===== config.mk =====
export PLATFORM = sky130hd
export DESIGN_NAME = seven_segment_display_command_framer_core
export DESIGN_NICKNAME = d
export VERILOG_FILES = /design/src/hdl/ssdf_pkg.sv /design/src/hdl/ssdf_prep.sv /design/src/hdl/ssdf_format.sv /design/src/hdl/ssdf_emit.sv /design/src/hdl/seven_segment_display_command_framer_core.sv
export SDC_FILE = /design/constraint.sdc
export NUM_CORES = 1
export LEC_CHECK = 0
export BUFFER_PORTS_ARGS = -buffer_cell sky130_fd_sc_hd__clkbuf_2
export CAP_MARGIN = 20
export CORE_ASPECT_RATIO = 1.5
export CORE_MARGIN = 2
export CORE_UTILIZATION = 50
export CTS_CLUSTER_DIAMETER = 100
export DETAILED_ROUTE_END_ITERATION = 8
export MAX_ROUTING_LAYER = met4
export PLACE_DENSITY = 0.74
export SLEW_MARGIN = 20
export SYNTH_ARGS = -nofsm -noshare
export SYNTH_HDL_FRONTEND = slang
export SYNTH_SLANG_ARGS = --single-unit

===== constraint.sdc =====
create_clock -name clk -period 12.4 [get_ports clk]
set_clock_uncertainty 0.2 [all_clocks]
set_input_delay 0 -clock clk [delete_from_list [all_inputs] [get_ports clk]]
set_output_delay 0 -clock clk [all_outputs]
set_load 0.02 [all_outputs]

===== src/hdl/ssdf_pkg.sv =====
package ssdf_pkg;

	localparam int DIGITS = 4;

	typedef enum logic [1:0] {
		OP_NUMBER  = 2'd0,
		OP_CHARS   = 2'd1,
		OP_CHAR    = 2'd2,
		OP_CONTROL = 2'd3
	} op_t;

	typedef enum logic [1:0] {
		KIND_START = 2'd0,
		KIND_DATA  = 2'd1,
		KIND_STOP  = 2'd2
	} kind_t;

	localparam logic [7:0] CMD_DATA = 8'h40;
	localparam logic [7:0] CMD_ADDR = 8'hC0;
	localparam logic [7:0] CMD_CTRL = 8'h80;
	localparam logic [7:0] COLON_BIT = 8'h80;

	localparam logic [4:0] IDX_P     = 5'd16;
	localparam logic [4:0] IDX_DASH  = 5'd17;
	localparam logic [4:0] IDX_BLANK = 5'd18;

	// last symbol index of each request kind
	localparam logic [3:0] LAST_FULL    = 4'd12;
	localparam logic [3:0] LAST_CHAR    = 4'd9;
	localparam logic [3:0] LAST_CONTROL = 4'd2;

	typedef struct packed {
		op_t               op;
		logic signed [14:0] number;
		logic              colon;
		logic [31:0]       four_chars;
		logic [1:0]        position;
		logic [7:0]        character;
		logic [2:0]        brightness;
		logic              display_enable;
	} req_t;

	typedef struct packed {
		op_t         op;
		logic        colon;
		logic        neg;
		logic        err;
		logic [13:0] mag;
		logic [6:0]  hund;
		logic [31:0] four_chars;
		logic [1:0]  position;
		logic [7:0]  character;
		logic [2:0]  brightness;
		logic        display_enable;
	} prep_t;

	typedef struct packed {
		op_t                    op;
		logic                   err;
		logic [7:0]             addr;
		logic [DIGITS-1:0][7:0] seg;
		logic [2:0]             brightness;
		logic                   display_enable;
	} frame_t;

	typedef struct packed {
		kind_t      kind;
		logic [7:0] value;
		logic       last;
		logic       err;
	} sym_t;

	function automatic logic [7:0] seg_code(input logic [4:0] idx);
		logic [7:0] s;
		case (idx)
			5'd0:  s = 8'h3f;
			5'd1:  s = 8'h06;
			5'd2:  s = 8'h5b;
			5'd3:  s = 8'h4f;
			5'd4:  s = 8'h66;
			5'd5:  s = 8'h6d;
			5'd6:  s = 8'h7d;
			5'd7:  s = 8'h07;
			5'd8:  s = 8'h7f;
			5'd9:  s = 8'h6f;
			5'd10: s = 8'h77;
			5'd11: s = 8'h7c;
			5'd12: s = 8'h39;
			5'd13: s = 8'h5e;
			5'd14: s = 8'h79;
			5'd15: s = 8'h71;
			5'd16: s = 8'h73;
			5'd17: s = 8'h40;
			default: s = 8'h00;
		endcase
		return s;
	endfunction

	function automatic logic [4:0] char_index(input logic [7:0] c);
		logic [4:0] r;
		if (c >= 8'h30 && c <= 8'h39)
			r = 5'(c - 8'h30);
		else if (c >= 8'h41 && c <= 8'h46)
			r = 5'(c - 8'h37);
		else if (c == 8'h50)
			r = IDX_P;
		else if (c == 8'h2d)
			r = IDX_DASH;
		else
			r = IDX_BLANK;
		return r;
	endfunction

	// split 0..99 into tens and ones: {tens, ones}
	function automatic logic [7:0] dec_split(input logic [6:0] x);
		logic [14:0] p;
		logic [3:0]  tens;
		logic [6:0]  ones;
		p = 15'(x) * 15'd205;
		tens = p[14:11];
		ones = x - 7'(7'(tens) * 7'd10);
		return {tens, ones[3:0]};
	endfunction

endpackage


===== src/hdl/ssdf_prep.sv =====
module ssdf_prep (
	input  logic              clk,
	input  logic              arst_n,
	input  logic              in_valid,
	input  ssdf_pkg::req_t    in_req,
	output logic              in_ready,
	output logic              out_valid,
	output ssdf_pkg::prep_t   out_data,
	input  logic              out_ready
);

	logic               valid_s2;
	ssdf_pkg::prep_t    data_s2;
	ssdf_pkg::prep_t    nxt;
	logic [14:0]        mag15;
	logic [26:0]        prod;
	logic               neg;

	assign neg   = in_req.number[14];
	assign mag15 = neg ? 15'(-in_req.number) : 15'(in_req.number);
	// floor(mag / 100), exact below 10000
	assign prod  = 27'(mag15[13:0]) * 27'd5243;

	always_comb begin
		nxt.op             = in_req.op;
		nxt.colon          = in_req.colon;
		nxt.neg            = neg;
		nxt.err            = (in_req.op == ssdf_pkg::OP_NUMBER) &&
			((in_req.number < -15'sd999) || (in_req.number > 15'sd9999));
		nxt.mag            = mag15[13:0];
		nxt.hund           = prod[25:19];
		nxt.four_chars     = in_req.four_chars;
		nxt.position       = in_req.position;
		nxt.character      = in_req.character;
		nxt.brightness     = in_req.brightness;
		nxt.display_enable = in_req.display_enable;
	end

	assign in_ready  = !valid_s2 || out_ready;
	assign out_valid = valid_s2;
	assign out_data  = data_s2;

	always_ff @(posedge clk or negedge arst_n) begin
		if (!arst_n) begin
			valid_s2 <= 1'b0;
		end else if (in_ready) begin
			valid_s2 <= in_valid;
		end
	end

	always_ff @(posedge clk) begin
		if (in_valid && in_ready) begin
			data_s2 <= nxt;
		end
	end

endmodule


===== src/hdl/ssdf_format.sv =====
module ssdf_format (
	input  ssdf_pkg::prep_t  in_data,
	output ssdf_pkg::frame_t frame
);

	logic [13:0] rem_w;
	logic [7:0]  hi_split;
	logic [7:0]  lo_split;
	logic [3:0]  raw [ssdf_pkg::DIGITS];
	logic [4:0]  idx [ssdf_pkg::DIGITS];
	logic [1:0]  dash_pos;
	logic        z1, z2, z3;
	logic [7:0]  extra;

	assign rem_w    = in_data.mag - 14'(14'(in_data.hund) * 14'd100);
	assign hi_split = ssdf_pkg::dec_split(in_data.hund);
	assign lo_split = ssdf_pkg::dec_split(rem_w[6:0]);

	assign raw[0] = hi_split[7:4];
	assign raw[1] = hi_split[3:0];
	assign raw[2] = lo_split[7:4];
	assign raw[3] = lo_split[3:0];

	assign z1 = (raw[1] == 4'd0);
	assign z2 = z1 && (raw[2] == 4'd0);
	assign z3 = z2 && (raw[3] == 4'd0);
	// minus sign slides right over leading zeros
	assign dash_pos = z3 ? 2'd3 : (z2 ? 2'd2 : (z1 ? 2'd1 : 2'd0));

	always_comb begin
		for (int i = 0; i < ssdf_pkg::DIGITS; i++) begin
			idx[i] = ssdf_pkg::IDX_BLANK;
		end
		case (in_data.op)
			ssdf_pkg::OP_NUMBER: begin
				if (in_data.err) begin
					for (int i = 0; i < ssdf_pkg::DIGITS; i++) begin
						idx[i] = ssdf_pkg::IDX_BLANK;
					end
				end else if (in_data.colon) begin
					idx[0] = in_data.neg ? ssdf_pkg::IDX_DASH : 5'(raw[0]);
					for (int i = 1; i < ssdf_pkg::DIGITS; i++) begin
						idx[i] = 5'(raw[i]);
					end
				end else if (in_data.neg) begin
					for (int i = 0; i < ssdf_pkg::DIGITS; i++) begin
						if (2'(i) < dash_pos)
							idx[i] = ssdf_pkg::IDX_BLANK;
						else if (2'(i) == dash_pos)
							idx[i] = ssdf_pkg::IDX_DASH;
						else
							idx[i] = 5'(raw[i]);
					end
				end else begin
					idx[0] = (raw[0] == 4'd0) ? ssdf_pkg::IDX_BLANK : 5'(raw[0]);
					idx[1] = (raw[0] == 4'd0 && z1) ? ssdf_pkg::IDX_BLANK : 5'(raw[1]);
					idx[2] = (raw[0] == 4'd0 && z2) ? ssdf_pkg::IDX_BLANK : 5'(raw[2]);
					idx[3] = 5'(raw[3]);
				end
			end
			ssdf_pkg::OP_CHARS: begin
				for (int i = 0; i < ssdf_pkg::DIGITS; i++) begin
					idx[i] = ssdf_pkg::char_index(in_data.four_chars[8*i +: 8]);
				end
			end
			ssdf_pkg::OP_CHAR: begin
				idx[0] = ssdf_pkg::char_index(in_data.character);
			end
			default: begin
			end
		endcase
	end

	assign extra = (in_data.op == ssdf_pkg::OP_NUMBER && in_data.colon) ?
		ssdf_pkg::COLON_BIT : 8'h00;

	always_comb begin
		frame.op             = in_data.op;
		frame.err            = in_data.err;
		frame.addr           = (in_data.op == ssdf_pkg::OP_CHAR) ?
			(ssdf_pkg::CMD_ADDR | 8'(in_data.position)) : ssdf_pkg::CMD_ADDR;
		frame.brightness     = in_data.brightness;
		frame.display_enable = in_data.display_enable;
		for (int i = 0; i < ssdf_pkg::DIGITS; i++) begin
			frame.seg[i] = ssdf_pkg::seg_code(idx[i]) | extra;
		end
	end

endmodule


===== src/hdl/ssdf_emit.sv =====
module ssdf_emit (
	input  logic              clk,
	input  logic              arst_n,
	input  logic              in_valid,
	input  ssdf_pkg::frame_t  in_frame,
	output logic              in_ready,
	output logic              out_valid,
	output ssdf_pkg::sym_t    out_sym,
	input  logic              out_ready
);

	logic              frame_valid_q;
	ssdf_pkg::frame_t  frame_q;
	logic [3:0]        cnt_q;
	logic [7:0]        ctrl_q;
	logic [2:0]        bright_q;
	logic              on_q;
	logic              out_valid_q;
	ssdf_pkg::sym_t    out_q;
	ssdf_pkg::sym_t    cur;
	logic [3:0]        last_idx;
	logic              out_free;
	logic              step;
	logic              done;
	logic              load;

	always_comb begin
		cur.kind  = ssdf_pkg::KIND_DATA;
		cur.value = 8'h00;
		cur.err   = frame_q.err;
		case (frame_q.op)
			ssdf_pkg::OP_CONTROL: begin
				last_idx = ssdf_pkg::LAST_CONTROL;
				case (cnt_q)
					4'd0: cur.kind = ssdf_pkg::KIND_START;
					4'd1: cur.value = ctrl_q;
					default: cur.kind = ssdf_pkg::KIND_STOP;
				endcase
			end
			ssdf_pkg::OP_CHAR: begin
				last_idx = ssdf_pkg::LAST_CHAR;
				case (cnt_q)
					4'd0, 4'd3, 4'd7: cur.kind = ssdf_pkg::KIND_START;
					4'd2, 4'd6, 4'd9: cur.kind = ssdf_pkg::KIND_STOP;
					4'd1: cur.value = ssdf_pkg::CMD_DATA;
					4'd4: cur.value = frame_q.addr;
					4'd5: cur.value = frame_q.seg[0];
					4'd8: cur.value = ctrl_q;
					default: cur.kind = ssdf_pkg::KIND_STOP;
				endcase
			end
			default: begin
				last_idx = ssdf_pkg::LAST_FULL;
				case (cnt_q)
					4'd0, 4'd3, 4'd10: cur.kind = ssdf_pkg::KIND_START;
					4'd2, 4'd9, 4'd12: cur.kind = ssdf_pkg::KIND_STOP;
					4'd1: cur.value = ssdf_pkg::CMD_DATA;
					4'd4: cur.value = frame_q.addr;
					4'd5: cur.value = frame_q.seg[0];
					4'd6: cur.value = frame_q.seg[1];
					4'd7: cur.value = frame_q.seg[2];
					4'd8: cur.value = frame_q.seg[3];
					4'd11: cur.value = ctrl_q;
					default: cur.kind = ssdf_pkg::KIND_STOP;
				endcase
			end
		endcase
		cur.last = (cnt_q == last_idx);
	end

	assign out_free  = !out_valid_q || out_ready;
	assign step      = frame_valid_q && out_free;
	assign done      = step && (cnt_q == last_idx);
	assign in_ready  = !frame_valid_q || done;
	assign load      = in_valid && in_ready;
	assign out_valid = out_valid_q;
	assign out_sym   = out_q;

	always_ff @(posedge clk or negedge arst_n) begin
		if (!arst_n) begin
			frame_valid_q <= 1'b0;
			cnt_q         <= 4'd0;
			bright_q      <= 3'd4;
			on_q          <= 1'b0;
			out_valid_q   <= 1'b0;
		end else begin
			if (load) begin
				frame_valid_q <= 1'b1;
				cnt_q         <= 4'd0;
				if (in_frame.op == ssdf_pkg::OP_CONTROL) begin
					bright_q <= in_frame.brightness;
					on_q     <= in_frame.display_enable;
				end
			end else if (done) begin
				frame_valid_q <= 1'b0;
			end else if (step) begin
				cnt_q <= cnt_q + 4'd1;
			end
			if (step)
				out_valid_q <= 1'b1;
			else if (out_ready)
				out_valid_q <= 1'b0;
		end
	end

	always_ff @(posedge clk) begin
		if (load) begin
			frame_q <= in_frame;
			// control byte follows the settings in effect after this request
			if (in_frame.op == ssdf_pkg::OP_CONTROL)
				ctrl_q <= ssdf_pkg::CMD_CTRL | {4'd0, in_frame.display_enable,
					in_frame.brightness};
			else
				ctrl_q <= ssdf_pkg::CMD_CTRL | {4'd0, on_q, bright_q};
		end
		if (step) begin
			out_q <= cur;
		end
	end

endmodule


===== src/hdl/seven_segment_display_command_framer_core.sv =====
// channel   dir  tdata                          tuser                      tlast
// s_axis    in   request fields (62 used of 64) operation                  -
// m_axis    out  byte_value                     symbol_kind, range_error   last symbol
//
// One bus symbol leaves per cycle while m_axis is ready; a request takes 13 symbols
// (numbers, four characters), 10 (single character) or 3 (control), as set by the symbol
// sequencer. Requests pass the input, prep, sequencer frame and symbol output registers.
// The input register and the decimal split stage take the next requests while
// the sequencer emits. arst_n clears all handshake state; brightness resets to 4,
// display off. A stalled m_axis holds its symbol and backs up the whole pipe.
module seven_segment_display_command_framer_core (
	input  logic        clk,
	input  logic        arst_n,
	input  logic        s_axis_tvalid,
	output logic        s_axis_tready,
	// [14:0] number, [15] colon, [47:16] four_chars, [49:48] position,
	// [57:50] character, [60:58] brightness, [61] display_enable
	input  logic [63:0] s_axis_tdata,
	// [1:0] operation
	input  logic [1:0]  s_axis_tuser,
	output logic        m_axis_tvalid,
	input  logic        m_axis_tready,
	// [7:0] byte_value
	output logic [7:0]  m_axis_tdata,
	// [1:0] symbol_kind, [2] range_error
	output logic [2:0]  m_axis_tuser,
	output logic        m_axis_tlast
);

	logic              valid_s1;
	ssdf_pkg::req_t    req_s1;
	logic              prep_ready;
	logic              prep_valid;
	ssdf_pkg::prep_t   prep_data;
	ssdf_pkg::frame_t  frame;
	logic              emit_ready;
	ssdf_pkg::sym_t    sym;

	assign s_axis_tready = !valid_s1 || prep_ready;

	always_ff @(posedge clk or negedge arst_n) begin
		if (!arst_n) begin
			valid_s1 <= 1'b0;
		end else if (s_axis_tready) begin
			valid_s1 <= s_axis_tvalid;
		end
	end

	always_ff @(posedge clk) begin
		if (s_axis_tvalid && s_axis_tready) begin
			req_s1.op             <= ssdf_pkg::op_t'(s_axis_tuser);
			req_s1.number         <= $signed(s_axis_tdata[14:0]);
			req_s1.colon          <= s_axis_tdata[15];
			req_s1.four_chars     <= s_axis_tdata[47:16];
			req_s1.position       <= s_axis_tdata[49:48];
			req_s1.character      <= s_axis_tdata[57:50];
			req_s1.brightness     <= s_axis_tdata[60:58];
			req_s1.display_enable <= s_axis_tdata[61];
		end
	end

	ssdf_prep u_prep (
		.clk       (clk),
		.arst_n    (arst_n),
		.in_valid  (valid_s1),
		.in_req    (req_s1),
		.in_ready  (prep_ready),
		.out_valid (prep_valid),
		.out_data  (prep_data),
		.out_ready (emit_ready)
	);

	ssdf_format u_format (
		.in_data (prep_data),
		.frame   (frame)
	);

	ssdf_emit u_emit (
		.clk       (clk),
		.arst_n    (arst_n),
		.in_valid  (prep_valid),
		.in_frame  (frame),
		.in_ready  (emit_ready),
		.out_valid (m_axis_tvalid),
		.out_sym   (sym),
		.out_ready (m_axis_tready)
	);

	assign m_axis_tdata = sym.value;
	assign m_axis_tuser = {sym.err, sym.kind};
	assign m_axis_tlast = sym.last;

endmodule

== After elaboration in Yosys (flattened, before gate mapping) ==
Memory sizes are Yosys's and may differ from the RTL's.
Index checks and enable logic that the tools add are counted.

* Output and inout port bits: 14
* ROM bits: 896
* Memory bits (writable): 0
* Word-level logic and storage cells: 228
* Flip-flop bits (word level): 204
* Memories: 4
* Bits of input ports: 70
* Bits in latches: 0

{| class="wikitable"
|+ Memory list
! name !! depth !! width !! rd ports !! clocked after Yosys merged registers in !! write ports !! line !! source
|-
| (name not given) || 32 || 7 || 1 || 0 || 0 || ssdf_pkg.sv:75 || <nowiki>case (idx)</nowiki>
|-
| (name not given) || 32 || 7 || 1 || 0 || 0 || ssdf_pkg.sv:75 ||
|-
| (name not given) || 32 || 7 || 1 || 0 || 0 || ssdf_pkg.sv:75 ||
|-
| (name not given) || 32 || 7 || 1 || 0 || 0 || ssdf_pkg.sv:75 ||
|}

* Reductions and logical operators: 47
* Divide/modulo/power cells: 0
* Eq/ne operators: 29
* Mux-type cells: 58
* Shift-type cells: 0
* Order comparisons: 26
* Bitwise operators: 4
* $mul: 6
* Add/subtract/negate cells: 15

{| class="wikitable"
|+ Operators by type and width
! cell !! count
|-
| two-way mux 5 bit || 26
|-
| two-way mux 20 bit || 3
|-
| one-hot mux 8 bit (7 select lines) || 1
|-
| subtractor 5 bit (second input constant) || 10
|-
| equality test 8 x 6 -> 1 bit (second input constant) || 5
|-
| equality test 8 x 7 -> 1 bit (second input constant) || 5
|-
| >= comparator 8 x 6 -> 1 bit (second input constant) || 5
|-
| >= comparator 8 x 7 -> 1 bit (second input constant) || 5
|-
| <= comparator 8 x 6 -> 1 bit (second input constant) || 5
|-
| <= comparator 8 x 7 -> 1 bit (second input constant) || 5
|-
| bitwise OR 8 bit || 4
|-
| one-hot mux 8 bit (4 select lines) || 1
|-
| multiplier 7 x 8 -> 15 bit (second input constant) || 2
|-
| one-hot mux 15 bit (2 select lines) || 1
|-
| multiplier 14 x 13 -> 26 bit (second input constant) || 1
|-
| logical AND 1 bit || 21
|-
| logical NOT 4 bit || 5
|-
| one-hot mux 10 bit (2 select lines) || 1
|-
| equality test 4 x 3 -> 1 bit (second input constant) || 4
|-
| two-way mux 2 bit || 8
|-
| two-way mux 4 bit || 4
|-
| two-way mux 8 bit || 2
|-
| greater-than comparator 15 bit (second input constant) || 1
|-
| < comparator 15 x 11 -> 1 bit (second input constant) || 1
|-
| 30 further kinds || 59
|}

== Logic depth before layout (Yosys ltp) ==
Gate-level depths: netlist (run 1).
An unclocked memory read counts as a cell.

* Word-level depth: 17
* Gate-level depth with buffers: 34
* Depth with buffers taken out: 34

== Modules after synthesis ==
From an unflattened synthesis (run 1), not the netlist that was laid out.

* Cells, all modules: 1438
* Area, all modules: 16281.9 um2

{| class="wikitable"
|+ Modules (own cells, without submodules)
! module !! sequential area each (um2) !! area an instance (um2) !! instances !! cells each
|-
| ssdf_prep || 2187.1 || 5904.4 || 1 || 473
|-
| ssdf_format || 0.0 || 5355.1 || 1 || 678
|-
| ssdf_emit || 2023.2 || 3046.7 || 1 || 219
|-
| seven_segment_display_command_framer_core || 1946.9 || 1975.6 || 1 || 68
|}

== Least setup slack after synthesis (run 1) ==
No wires, ideal clock.

* Path kind: register -> register
* Start point: reg u_prep.data_s2 (netlist bit u_prep.out_data[46])
* End point: reg u_emit.frame_q[25] (netlist bit) (data pin)
* Stages on the path, launching flop included: 32
* Period minus slack after synthesis: 7.608 ns
* Setup slack: 4.792 ns
* Library setup time: 0.180 ns
* Arrival time: 7.228 ns
* Path buffers: 0
* Data required time: 12.020 ns
* Cell sequence: edfxtp_1 -> ha_1 -> inv_1 -> fa_1 -> a21o_1 -> a21oi_1 -> xnor2_1 -> ha_1 -> ha_1 -> fa_1 -> inv_1 -> fa_1 -> inv_1 -> ha_1 -> a21oi_1 -> a211o_1 -> mux2_2 -> nor2_2 -> inv_1 -> ha_1 -> inv_1 -> fa_1 -> xnor2_1 -> nor4b_1 -> nor3_1 -> nand3_1 -> nand4b_1 -> a41oi_2 -> inv_1 -> ha_1 -> mux2_1 -> a221oi_1

{| class="wikitable"
|+ RTL lines
! item !! line !! source
|-
| start, declared || ssdf_prep.sv:13 || <nowiki>ssdf_pkg::prep_t data_s2;</nowiki>
|-
| start signal, assigned || ssdf_prep.sv:53 || <nowiki>data_s2 <= nxt;</nowiki>
|-
| end signal, assigned || ssdf_emit.sv:108 || <nowiki>frame_q <= in_frame;</nowiki>
|-
| end, declared || ssdf_emit.sv:13 || <nowiki>ssdf_pkg::frame_t frame_q;</nowiki>
|}

==> impl_metrics.csv, run 1 <==
group,metric,value,unit
status,status,"finished clean",
clock_tree,cts_made_buffers,17,
timing,drv_slew,0,
clock_tree,hold_buffers,69,
synthesis,synth_seq_cells,191,
synthesis,ys_seq_area_frac,0.369,
timing,final.period_utilization,0.703,
synthesis,synthesis.area,0.0154,mm²
clock_tree,htreeDepth,4,
synthesis,ys.flop_type,"edfxtp_1",
hold_path,hold_path_class,"in2reg",
layout,multi_input_area,0.00888,mm²
clock_tree,cts_setup_buffers,0,
layout,mostFrequentLayoutCells,"ha_1 (227), inv_1 (192), edfxtp_1 (179), nor2_1 (82)",
routing,vias_per_cell,5.63,
timing,max_slew_margin,0.244,
layout,seq_area,0.00568,mm²
synthesis,synth.distinct_cells,100,
layout,final_nets,1905,
global_route,first_global_vias,11300,
timing,min_period,8.72,ns
routing,ant_nets,0,
routing,wl_met1,12500,µm
timing,setup_viol,0,
global_route,overflow,0,
routing,post-route-drc-count,0,
layout,diodes,0,
placement,io_buffers,81,
routing,wl_per_cell,17.0,µm
timing,max_freq,0.115,GHz
worst_setup_path,critPathSlowestCell,"edfxtp_1",
synthesis,synth_edf_count,179,
clock_tree,cts.repair.resized,0,
routing,dr.pass1.iters,5,
placement,routabilityCongestion,0.911,
floorplan,die_y,219,µm
clock_tree,clkLatencyLatePin,0.46,ns
placement,dpl.hpwl,25300,µm
routing,drt_wl_total,33000,µm
clock_tree,cts_buffer_depth,2,
synthesis,yosysWarnings,0,
layout,area_delta_synth_final,14.1,%
global_route,grt_max_degree,66,
global_route,antenna_found_initial,0,
layout,drive_above_1_share,0.122,
routing,vias,10900,
clock_tree,cts_root_buf,"clkbuf_16",
routing,routed.top_layer,"met4",
floorplan,fp.dieArea,0.0322,mm²
clock_tree,clkTransAtPathRegs,0.07,ns
routing,wl_met3,935,µm
global_route,grt_pass1_wl,54900,µm
worst_setup_path,endpoint_kind,"register",
layout,fill_cells,2433,
clock_tree,clock_sinks,191,
timing,tightest_slew,1.13,ns
worst_setup_path,cpPeakStageDelay,0.73,ns
worst_setup_path,reg2reg_slack,3.68,ns
floorplan,start_util,0.508,
synthesis,syn_avg_cell_area,11.2,µm²
timing,rsz0062_at_grt,"false",
layout,mostFrequentLayoutCell,"ha_1",
worst_setup_path,worstPathMaxFanout,11,
worst_setup_path,path_class,"reg2reg",
routing,route.met2.wl,18000,µm
floorplan,rows,78,
global_route,grt_usage,0.220,
job,drv_cap,0,
routing,drt-initial-drc-count,688,
worst_setup_path,required,12.46,ns
timing,final.setup.tns,0,ns
worst_setup_path,start_kind,"register",
worst_setup_path,cp.arrival,8.78,ns
synthesis,synth_nets,1754,
floorplan,core_area,0.0303,mm²
floorplan,pin_count,84,
synthesis,synthArstFlopShare,0.0628,
timing,hold_viol,0,
clock_tree,cts_tree,"done",
floorplan,die_w,147,µm
synthesis,syn_inst,1376,
==> state kept, by name, summed over array words and instances (netlist names) <==
signal / flops
valid_s1: 1
u_emit.cnt_q: 4
u_emit.frame_q: 33
u_emit.frame_valid_q: 1
u_emit.on_q: 1
u_emit.out_valid: 1
req_s1: 64
u_emit.ctrl_q: 4
u_emit.bright_q: 3
u_prep.out_valid: 1
u_emit.cur: 1
u_emit.out_sym: 12
u_prep.out_data: 65
==> stage by stage <==
| stage | cells | setup slack, ns | instance area, µm² | utilization | hold WS (ns) |
|---|---|---|---|---|---|
| 2_1_floorplan | 1376 | 4.79 | 15400 | - | -0.496 |
| 3_3_place_gp | 1839 | 3.88 | 16300 | 0.538 | -0.303 |
| 3_5_place_dp | 1839 | 3.75 | 16300 | 0.538 | -0.295 |
| 4_1_cts | 1940 | 3.68 | 17600 | 0.580 | 0.0429 |
| 5_1_grt | 1940 | 2.98 | 17600 | 0.580 | 0.0701 |
| 6_report | 1940 | 3.68 | 17600 | 0.580 | 0.0628 |
==> cell type report <==
cell class                 count  area share
multi-input combinational    963       0.506
sequential                   191       0.323
timing repair buffer         160      0.0667
inverter                     194      0.0415
tap                          400      0.0285
clock buffer                  17      0.0242
clock inverter                15     0.00977
==> cell usage after synthesis (all sizes together), types with 11 or more instances <==
master  count  share of area
nand2      75          0.018
nor3       22         0.0075
nand3      29         0.0094
xnor2      34          0.021
o21ai      48          0.016
dfrtp      11          0.018
xor2       13         0.0074
nor2       84          0.021
mux2       14          0.010
a21oi      57          0.020
inv       194          0.047
and2       13         0.0053
clkbuf     22         0.0054
edfxtp    179           0.35
fa         81           0.11
a22oi      12         0.0059
a21o       19         0.0093
mux2i      15         0.0098
ha        227           0.18
==> critical path: cells and delay by family (launching register included) <==
family | cells | cell delay [ns]
compound gates | 6 | 1.46
xor+xnor | 2 | 0.58
fa+ha+maj | 10 | 3.35
buf+inv | 6 | 0.48
flops | 1 | 0.73
mux | 2 | 0.55
simple gates | 5 | 1.17
==> cell families after synthesis <==
group / count (synthesis) / share of synthesized area
AO/OA/AOI/OAI: 274 / 0.133
XOR/XNOR: 49 / 0.0310
adder cells (fa/ha/maj): 308 / 0.290
buffers and inverters: 222 / 0.0546
flip-flops: 191 / 0.369
multiplexers: 31 / 0.0232
AND/OR/NAND/NOR: 301 / 0.0990
==> per-layer routing <==
metal	track usage	up-vias
met5	-	-
met4	0.103	0
li1	-	5248
met3	0.0285	104
met1	0.230	5270
met2	0.410	296
==> final timing paths <==
check                                               from                              to  cells after the start
hold reg to reg                     req_s1[15]$_DFFE_PP_   u_prep.out_data[15]$_DFFE_PP_                      0
setup reg to reg           u_prep.out_data[46]$_DFFE_PP_    u_emit.frame_q[25]$_DFFE_PP_                     31
min in group asynchronous                         arst_n  u_emit.bright_q[2]$_DFFE_PN1P_                      3
max in group asynchronous                         arst_n         u_emit.on_q$_DFFE_PN0P_                      4
hold / removal                           s_axis_tdata[5]            req_s1[52]$_DFFE_PP_                      2
setup / recovery           u_prep.out_data[46]$_DFFE_PP_    u_emit.frame_q[25]$_DFFE_PP_                     31
Power of run 1 is left out: the tool's default activity adds up to more than one toggle a clock period on the data nets, which glitch-free logic cannot reach.
==> run 2: changes to the inputs <==
==> constraint.sdc (replaced) <==
create_clock -name clk -period 9.1 [get_ports clk]
set_clock_uncertainty 0.2 [all_clocks]
set_input_delay 0 -clock clk [delete_from_list [all_inputs] [get_ports clk]]
set_output_delay 0 -clock clk [all_outputs]
set_load 0.02 [all_outputs]
==> impl_metrics.csv, run 2 (synthesis results as in run 1) <==
group,metric,value,unit
timing,min_period,8.52,ns
worst_setup_path,endpoint_kind,"register",
worst_setup_path,reg2reg_slack,0.58,ns
clock_tree,cts_setup_buffers,0,
worst_setup_path,path_class,"reg2reg",
hold_path,worstHoldEndpoint,"req_s1[4]$_DFFE_PP_",
layout,drive_above_1_share,0.123,
placement,post_dp_cell_area,0.0163,mm²
clock_tree,cts_root_buf,"clkbuf_16",
layout,multi_input_area,0.00888,mm²
timing,worst_hold_slack,0.0585,ns
worst_setup_path,cpPeakStageDelay,0.73,ns
placement,routabilityCongestion,0.911,
layout,seq_area,0.00568,mm²
placement,placed_cells,1840,
layout,largest_reg_flops,65,
placement,io_buffers,81,
routing,post-route-drc-count,0,
timing,final.period_utilization,0.936,
timing,final.setup.tns,0,ns
worst_setup_path,critPathSlowestCell,"edfxtp_1",
global_route,overflow,0,
worst_setup_path,rr_worst_depth,29,
floorplan,pin_count,84,
floorplan,die_y,219,µm
global_route,antenna_found_initial,0,
clock_tree,clkTransAtPathRegs,0.08,ns
worst_setup_path,crit_path_frequent_cell,"ha_1",
job,drv_cap,0,
floorplan,rows,78,
global_route,grt_max_degree,66,
floorplan,core_area,0.0303,mm²
worst_setup_path,critPathLaunch,"u_prep.out_data[46]$_DFFE_PP_",
floorplan,start_util,0.508,
worst_setup_path,r2r_start,"u_prep.out_data[46]$_DFFE_PP_",
timing,rsz0062_at_grt,"false",
floorplan,fp.dieArea,0.0322,mm²
worst_setup_path,required,9.17,ns
routing,wl_per_cell,16.9,µm
hold_path,hp-start,"s_axis_tdata[50]",
floorplan,die_w,147,µm
routing,vias,10900,
clock_tree,cts.repair.resized,0,
routing,drt-initial-drc-count,625,
hold_path,hold_path_class,"in2reg",
layout,fin_area,0.0176,mm²
routing,drt_wl_total,32800,µm
layout,final_nets,1907,
worst_setup_path,start_kind,"register",
layout,mostFrequentLayoutCell,"ha_1",
clock_tree,hold_buffers,69,
routing,dr.pass1.iters,5,
layout,layoutNonFillerInstCount,1942,
timing,setup_viol,0,
status,status,"finished clean",
worst_setup_path,cp.arrival,8.59,ns
clock_tree,cts_tree,"done",
global_route,first_global_vias,11000,
layout,diodes,0,
clock_tree,cts_made_buffers,17,
clock_tree,clkLatencyLatePin,0.45,ns
global_route,grt_pass1_wl,53800,µm
timing,max_slew_margin,0.300,
timing,drv_slew,0,
global_route,grt_usage,0.217,
layout,fill_cells,2462,
clock_tree,clock_sinks,191,
clock_tree,htreeDepth,4,
timing,tightest_slew,1.04,ns
placement,dpl.hpwl,25200,µm
timing,hold_viol,0,
clock_tree,cts_buffer_depth,2,
worst_setup_path,worstPathMaxFanout,11,
timing,max_freq,0.117,GHz
routing,ant_nets,0,
layout,area_delta_synth_final,14.5,%
routing,vias_per_cell,5.59,
worst_setup_path,reg2reg_to,"u_emit.frame_q[25]$_DFFE_PP_",
layout,mostFrequentLayoutCells,"ha_1 (227), inv_1 (192), edfxtp_1 (179), nor2_1 (82)",
hold_path,min_path_cells,2,
## run 2: changes by cell type in the layout (fill, tap and decap cells not counted)
| cell | previous run | this run |
|---|---|---|
| buf_12 | 0 | 1 |
| buf_4 | 10 | 11 |
| bufinv_16 | 2 | 3 |
| clkinv_1 | 0 | 1 |
| clkinv_2 | 3 | 2 |
| clkinv_8 | 0 | 2 |
| clkinvlp_4 | 1 | 0 |
| inv_8 | 4 | 2 |
## run 2: worst max-delay path, delay by kind of cell, from the launching register on
family | cells | cell delay [ns]
AO/OA/AOI/OAI | 6 | 1.71
XOR/XNOR | 2 | 0.54
adder cells (fa/ha/maj) | 10 | 3.19
buffers and inverters | 4 | 0.36
flip-flops | 1 | 0.73
multiplexers | 2 | 0.54
AND/OR/NAND/NOR | 5 | 1.07
## run 2: metal layers
metal | vias up | global-route usage | wire (µm)
met5 | - | - | 0
met3 | 83 | 0.0326 | 967
li1 | 5244 | - | -
met1 | 5255 | 0.231 | 12600
met4 | 0 | 0.0859 | 1210
met2 | 272 | 0.404 | 18000
## run 2: per-stage QoR
stage                      util  worst slack (ns)
final                     0.582             0.580
after global routing      0.582            0.0626
after CTS                 0.581             0.583
after detailed placement  0.538             0.626
after global placement    0.538             0.786
after floorplan               -              1.49
## run 2: worst max path at each step
stage	end	slack (ns)	cells past startpoint
detailed placement	u_emit.frame_q[25]$_DFFE_PP_	0.63	29
finish	u_emit.frame_q[25]$_DFFE_PP_	0.58	29
global route	u_emit.frame_q[25]$_DFFE_PP_	0.06	29
global placement	u_emit.frame_q[25]$_DFFE_PP_	0.79	31
floorplan	u_emit.frame_q[25]$_DFFE_PP_	1.49	31
CTS	u_emit.frame_q[25]$_DFFE_PP_	0.58	29
## run 2: layout make-up
cell class / instances / area share
tap: 400 / 0.0284
multi-input combinational: 963 / 0.504
sequential: 191 / 0.322
inverter: 194 / 0.0413
clock inverter: 15 / 0.0115
clock buffer: 17 / 0.0242
timing repair buffer: 162 / 0.0681
Power of run 2 is left out for the same reason.
